`src/sorted_list_table_defines.svh`:
```
// ---------------------------------------------------------------------------
// Sorted list table assertion macros
// Shared property wrappers clocked on clk_i and disabled during reset.
// ---------------------------------------------------------------------------
`ifndef SORTED_LIST_TABLE_DEFINES_SVH
`define SORTED_LIST_TABLE_DEFINES_SVH

// Same-cycle implication
`define SLT_ASSERT_IMPL(label, ante, cons) \
  label: assert property (@(posedge clk_i) disable iff (!rst_ni) (ante) |-> (cons)) \
    else $error("sorted_list_table assertion failed");

// Next-cycle implication
`define SLT_ASSERT_NEXT(label, ante, cons) \
  label: assert property (@(posedge clk_i) disable iff (!rst_ni) (ante) |=> (cons)) \
    else $error("sorted_list_table assertion failed");

`endif

```
`src/slt_pkg.sv`:
```
// ---------------------------------------------------------------------------
// Sorted list table package
// Action and status codes, controller command bundle and default sizes.
// ---------------------------------------------------------------------------
package slt_pkg;

  localparam int unsigned DEPTH_DEF      = 64;
  localparam int unsigned VALUE_BITS_DEF = 32;
  localparam int unsigned ACTION_W       = 3;
  localparam int unsigned STATUS_W       = 2;

  typedef enum logic [ACTION_W-1:0] {
    ACT_INSERT     = 3'd0,
    ACT_DELETE     = 3'd1,
    ACT_SEARCH     = 3'd2,
    ACT_GET_NEXT   = 3'd3,
    ACT_RESET_ITER = 3'd4,
    ACT_CLEAR      = 3'd5
  } action_e;

  typedef enum logic [STATUS_W-1:0] {
    ST_OK        = 2'd0,
    ST_NOT_FOUND = 2'd1,
    ST_FULL      = 2'd2,
    ST_EMPTY     = 2'd3
  } status_e;

  // Commands from the controller to the datapath
  typedef struct packed {
    logic load;    // capture the accepted request
    logic cmp;     // run the parallel compare over the cell row
    logic commit;  // apply the action and load the response register
  } cmd_t;

endpackage

```
`src/slt_ctrl.sv`:
```
// ---------------------------------------------------------------------------
// Sorted list table controller
// Sequences accept, compare and commit, and owns the response valid flag.
// ---------------------------------------------------------------------------
module slt_ctrl (
  input  logic              clk_i,
  input  logic              rst_ni,
  input  logic              req_valid_i,
  output logic              req_ready_o,
  output logic              rsp_valid_o,
  input  logic              rsp_ready_i,
  output slt_pkg::cmd_t     cmd_o
);

  typedef enum logic [1:0] {
    S_IDLE,
    S_CMP,
    S_UPD
  } state_e;

  state_e state_q;
  logic   rsp_valid_q;
  logic   rsp_free;
  logic   req_acc;

  // Response slot is free when empty or being taken this cycle
  assign rsp_free = !rsp_valid_q || rsp_ready_i;

  // Take a new request when idle or while the current one commits
  assign req_ready_o = (state_q == S_IDLE) || ((state_q == S_UPD) && rsp_free);
  assign req_acc     = req_valid_i && req_ready_o;

  assign cmd_o.load   = req_acc;
  assign cmd_o.cmp    = (state_q == S_CMP);
  assign cmd_o.commit = (state_q == S_UPD) && rsp_free;

  assign rsp_valid_o = rsp_valid_q;

  // State and response valid
  always_ff @(posedge clk_i or negedge rst_ni) begin
    if (!rst_ni) begin
      state_q     <= S_IDLE;
      rsp_valid_q <= 1'b0;
    end else begin
      unique case (state_q)
        S_IDLE: begin
          if (req_acc) begin
            state_q <= S_CMP;
          end
          if (rsp_ready_i) begin
            rsp_valid_q <= 1'b0;
          end
        end
        S_CMP: begin
          state_q <= S_UPD;
          if (rsp_ready_i) begin
            rsp_valid_q <= 1'b0;
          end
        end
        S_UPD: begin
          if (rsp_free) begin
            rsp_valid_q <= 1'b1;
            state_q     <= req_acc ? S_CMP : S_IDLE;
          end
        end
        default: begin
          state_q <= S_IDLE;
        end
      endcase
    end
  end

endmodule

```
`config.mk`:
```
export PLATFORM = sky130hd
export DESIGN_NAME = slt_ctrl
export DESIGN_NICKNAME = d
export VERILOG_FILES = /design/src/sorted_list_table_defines.svh /design/src/slt_pkg.sv /design/src/slt_ctrl.sv
export SDC_FILE = /design/constraint.sdc
export NUM_CORES = 1
export LEC_CHECK = 0
export BUFFER_PORTS_ARGS = -buffer_cell sky130_fd_sc_hd__buf_2
export CORE_AREA = 10 10 47 49
export CTS_CLUSTER_DIAMETER = 50
export DETAILED_ROUTE_END_ITERATION = 12
export DIE_AREA = 0 0 57 59
export MAX_ROUTING_LAYER = met4
export PLACE_DENSITY_LB_ADDON = 0.3
export SLEW_MARGIN = 20
export SYNTH_ARGS = -nofsm -noshare
export SYNTH_HDL_FRONTEND = slang
export SYNTH_SLANG_ARGS = --single-unit
```
`constraint.sdc`:
```
create_clock -name clk_i -period 1.5 [get_ports clk_i]
set_clock_uncertainty 0.2 [all_clocks]
set_input_delay 0 -clock clk_i [delete_from_list [all_inputs] [get_ports clk_i]]
set_output_delay 0 -clock clk_i [all_outputs]
set_load 0.1 [all_outputs]
```
# Word-level counts from Yosys, hierarchy flattened
# Cells that the tools add are included.
word_totals:
  reg_bits: 3
  input_bits: 4
  out_inout_bits: 5
  word_cells: 24
classes:
  eq_ne: 5
  n_mux: 7
  reduce_logical: 10
ops:
  columns: ["op", "n"]
  rows:
  - ["$pmux 2 s3", 1]
  - ["$mux 2", 2]
  - ["$ne 2x2->1 const B", 2]
  - ["$mux 1", 3]
  - ["$reduce_and 3->1", 1]
  - ["$eq 2x1->1 const B", 1]
  - ["$eq 2x2->1 const B", 1]
  - ["$logic_and 1x1->1", 2]
  - ["$logic_not 2->1", 1]
  - ["$logic_or 1x1->1", 2]
  - ["$ne 2x1->1 const B", 1]
  - ["$pmux 1 s2", 1]
  - ["$reduce_and 2->1", 1]
  - ["$reduce_bool 2->1", 1]
  - ["$reduce_or 2->1", 1]
  - ["$logic_not 1->1", 1]

# Depth between registers and ports, before layout
depth:
  word_depth: 8
  mapped_depth: 3
  ltp_nobuf: 2

# Least setup slack after synthesis
# Ideal clock, no wire load.
synth_timing:
  kind: "register -> output"
  from: "register rsp_valid_q, in the netlist rsp_valid_o"
  to: "output req_ready_o"
  arrival_time_ns: 2.612
  required_time_ns: 1.300
  path_slack_ns: -1.312
  stages_incl_launch_ff: 3
  n_path_buf: 0
  cell_sequence: "dfrtp_1 > and2b_1 > a21oi_1"
synth_between:
  elab_chain_len: 4
synth_rtl:
  columns: ["element", "line_no", "rtl"]
  rows:
  - ["start, declared", "slt_ctrl.sv:22", "logic rsp_valid_q;"]
  - ["start signal, assigned", "slt_ctrl.sv:43", "rsp_valid_q <= 1'b0;"]
  - ["start signal, assigned", "slt_ctrl.sv:51", "rsp_valid_q <= 1'b0;"]
  - ["start signal, assigned", "slt_ctrl.sv:57", "rsp_valid_q <= 1'b0;"]
  - ["$logic_not 1->1", "slt_ctrl.sv:27", "assign rsp_free = !rsp_valid_q || rsp_ready_i;"]
  - ["$logic_or 1x1->1", "slt_ctrl.sv:27", null]
  - ["$logic_and 1x1->1", "slt_ctrl.sv:30", "assign req_ready_o = (state_q == S_IDLE) || ((state_q == S_UPD) && rsp_free);"]
  - ["$logic_or 1x1->1", "slt_ctrl.sv:30", null]
  - ["end, declared", "slt_ctrl.sv:9", "output logic req_ready_o,"]
# Every way passes these cells.

==> flow_summary_export.csv <==
group,metric,value,unit
sta,drv_slew,0,
route,routed-wl-met3,55,um
route,wl_met1,278,um
worst_setup_path,end_kind,"output pin",
route,dr.pass1.iters,1,
route,routed_wl,488,um
pwr,power_density,1520,nW/um^2
synthesis,syn_area,153,sq um
pwr,power.internal,294,uW
synthesis,synth_top_area_share,49.2,%
cells_and_area,nFillCells,159,
sta,worst_pin_slew,0.493,ns
synthesis,synth_edf_count,0,
status,status,"finished, final reports clean",
synthesis,ys_async_sr_fraction,100,%
route,postRouteAntennaNets,0,
cells_and_area,diodes,0,
clocking,cts_tree,"built",
cells_and_area,drive_gt1_share,62.1,%
synthesis,ys_types,7,
sta,period_minus_slack,1.46,ns
pwr,pwr-share-clk,26.2,%
placement,numPortBuffers,8,
synthesis,synth.area.top_cells,"dfrtp_1 (49%), a21oi_1 (9.8%), a21o_1 (9.8%)",
synthesis,ys_seq_elements,3,
worst_setup_path,arrival,1.26,ns
route,met2_length,155,um
route,drt-initial-drc-count,0,
hold_path,hold_class,"input port to flop",
pwr,power.leakage,0.163,nW
floorplan,ioPinCount,9,
cells_and_area,multiInputGateArea,104,sq um
worst_setup_path,crit_fanout,6,
clocking,cts_made_buffers,3,
worst_setup_path,required,1.30,ns
pwr,p_switching,253,uW
clocking,clockBufferDepth,2,
clocking,postCtsSetupBuffers,0,
floorplan,fp.dieArea,3360,sq um
sta,fmax,687,MHz
sta,hold_slack,0.0537,ns
synthesis,avgSynthCellArea,10.2,sq um
synthesis,synthesis.nets,19,
synthesis,synth-seq-area-share,49.2,%
global_route,grt-ovfl-total,0,
clocking,cts-root-buf,"clkbuf_4",
sta,rsz0062_at_grt,"yes",
cells_and_area,seq_area,80.1,sq um
floorplan,dieWidth,57,um
placement,place_ws,0.0886,ns
cells_and_area,final_nets,34,
global_route,grt_max_degree,7,
sta,max-slew-margin-rel,67.3,%
floorplan,die_y,59,um
route,routed_via_density,3.40,
synthesis,ys.flop_type,"dfrtp_1",
flow_run,drv_cap,0,
floorplan,start_util,10.9,%
route,num_vias,153,
pwr,power_frac_seq,21.7,%
global_route,antenna_found_initial,0,
synthesis,synthTopCellsByCount,"a21oi_1 (3), dfrtp_1 (3)",
synthesis,yosys.area.top_type,"dfrtp_1",
sta,hold_viol_final,0,
floorplan,rows,14,
global_route,grt_pass1_vias,172,
clocking,insertion_delay,0.23,ns
pwr,swShare,46.3,%
sta,fin_ws,0.0446,ns
pwr,ir_drop,0.517,mV
sta,fin_crit_sh,97.0,%
synthesis,yosysWarningCount,0,
synthesis,syn_inst,15,
worst_setup_path,critPathKind,"flop to output pin",
route,drc_errors,0,
clocking,path_clk_slew,0.04,ns
pwr,comb_power_share,52.0,%
cells_and_area,area_delta_synth_final,136,%
route,top_layer,"met3",
global_route,track_usage,3.47,%
route,wl_per_cell,10.8,um
global_route,grt_pass1_wl,821,um
worst_setup_path,startpoint_type,"flop",
clocking,htreeDepth,1,
floorplan,core_area,1400,sq um
placement,gp_congestion,0.656,
clocking,cts_sinks,3,
sta,finalSetupViolations,0,
## logic make-up (layout without fill, tap and decap cells)
| logic type | after synthesis | after routing | share of synthesized area (%) |
|---|---|---|---|
| DFF | 3 | 3 | 49.2 |
| buffers and inverters | 1 | 15 | 4.92 |
| and+or+nand+nor | 6 | 6 | 26.2 |
| AOI/OAI and AO/OA | 5 | 5 | 19.7 |
## repair_timing
item / in CTS / in global routing
setup endpoints to repair: 3 / 3
cloned: 0 / 0
pin swaps: 1 / 0
hold buffers: 3 / 0
gates resized for setup: 4 / 0
hold endpoints to repair: 4 / 0
## power groups by stage
stage          Sequential (mW)  Clock, mW  Combinational (mW)
6_report                 0.119      0.144               0.285
3_5_place_dp             0.116          0               0.274
5_1_grt                  0.121      0.164               0.294
3_3_place_gp             0.114          0               0.270
2_1_floorplan            0.161          0               0.151
4_1_cts                  0.118      0.152               0.288
## per-stage QoR
step	power, mW	instances	utilization, %	instance area [sq um]	TNS, ns
6_report	0.547	45	25.7	360	0
5_1_grt	0.579	45	25.7	360	-0.00496
4_1_cts	0.558	45	25.7	360	0
3_5_place_dp	0.389	38	20.7	290	0
3_3_place_gp	0.384	38	20.7	290	0
2_1_floorplan	0.311	15	-	181	-0.339
## area by class of cell
| class | count | share of cell area [%] |
|---|---|---|
| sequential | 3 | 22.2 |
| clock buffer | 4 | 7.29 |
| multi-input combinational | 11 | 28.8 |
| tap | 16 | 5.56 |
| timing repair buffer | 11 | 36.1 |
## per-layer routing
layer / global-route usage (%) / vias up
li1: - / 79
met1: 3.80 / 65
met2: 3.10 / 9
met3: 3.00 / 0
met4: 4.03 / 0
met5: - / -
## worst max-delay path, stage by stage, from the launching register on
cell and delay [ns]:
dfrtp_4 0.47, and2b_4 0.21, a21oi_4 0.15, buf_12 0.19
## worst paths after layout
check                           slack, ns  depth (start not counted)          end        start
worst max-delay path                 0.04                          3     cmd_o[2]  rsp_valid_o
worst max register to register       0.32                          2   state_q[1]   state_q[1]
worst min-delay path                 0.05                          3   state_q[0]  rsp_ready_i
min in group asynchronous            0.43                          3  rsp_valid_o       rst_ni
max in group asynchronous            0.51                          3   state_q[1]       rst_ni
worst min register to register       0.38                          1   state_q[0]   state_q[1]
## flip-flops by register name, indices dropped and copies added (netlist names)
| name | count |
|---|---|
| state_q | 2 |
| rsp_valid_o | 1 |
## layout by cell type, fill, tap and decap left out
master | synthesis | layout
clkbuf_4 | 0 | 3
dfrtp_1 | 3 | 1
a21oi_1 | 3 | 1
buf_2 | 0 | 4
nor2b_4 | 0 | 1
dlygate4sd3_1 | 0 | 3
dfrtp_2 | 0 | 1
buf_12 | 0 | 4
and2b_4 | 0 | 1
and2b_2 | 0 | 1
nand2b_1 | 2 | 2
clkbuf_1 | 0 | 1
a21o_1 | 2 | 2
dfrtp_4 | 0 | 1
a21oi_4 | 0 | 2
nor2b_1 | 2 | 1
No activity file was read; power rests on OpenSTA's default activity.
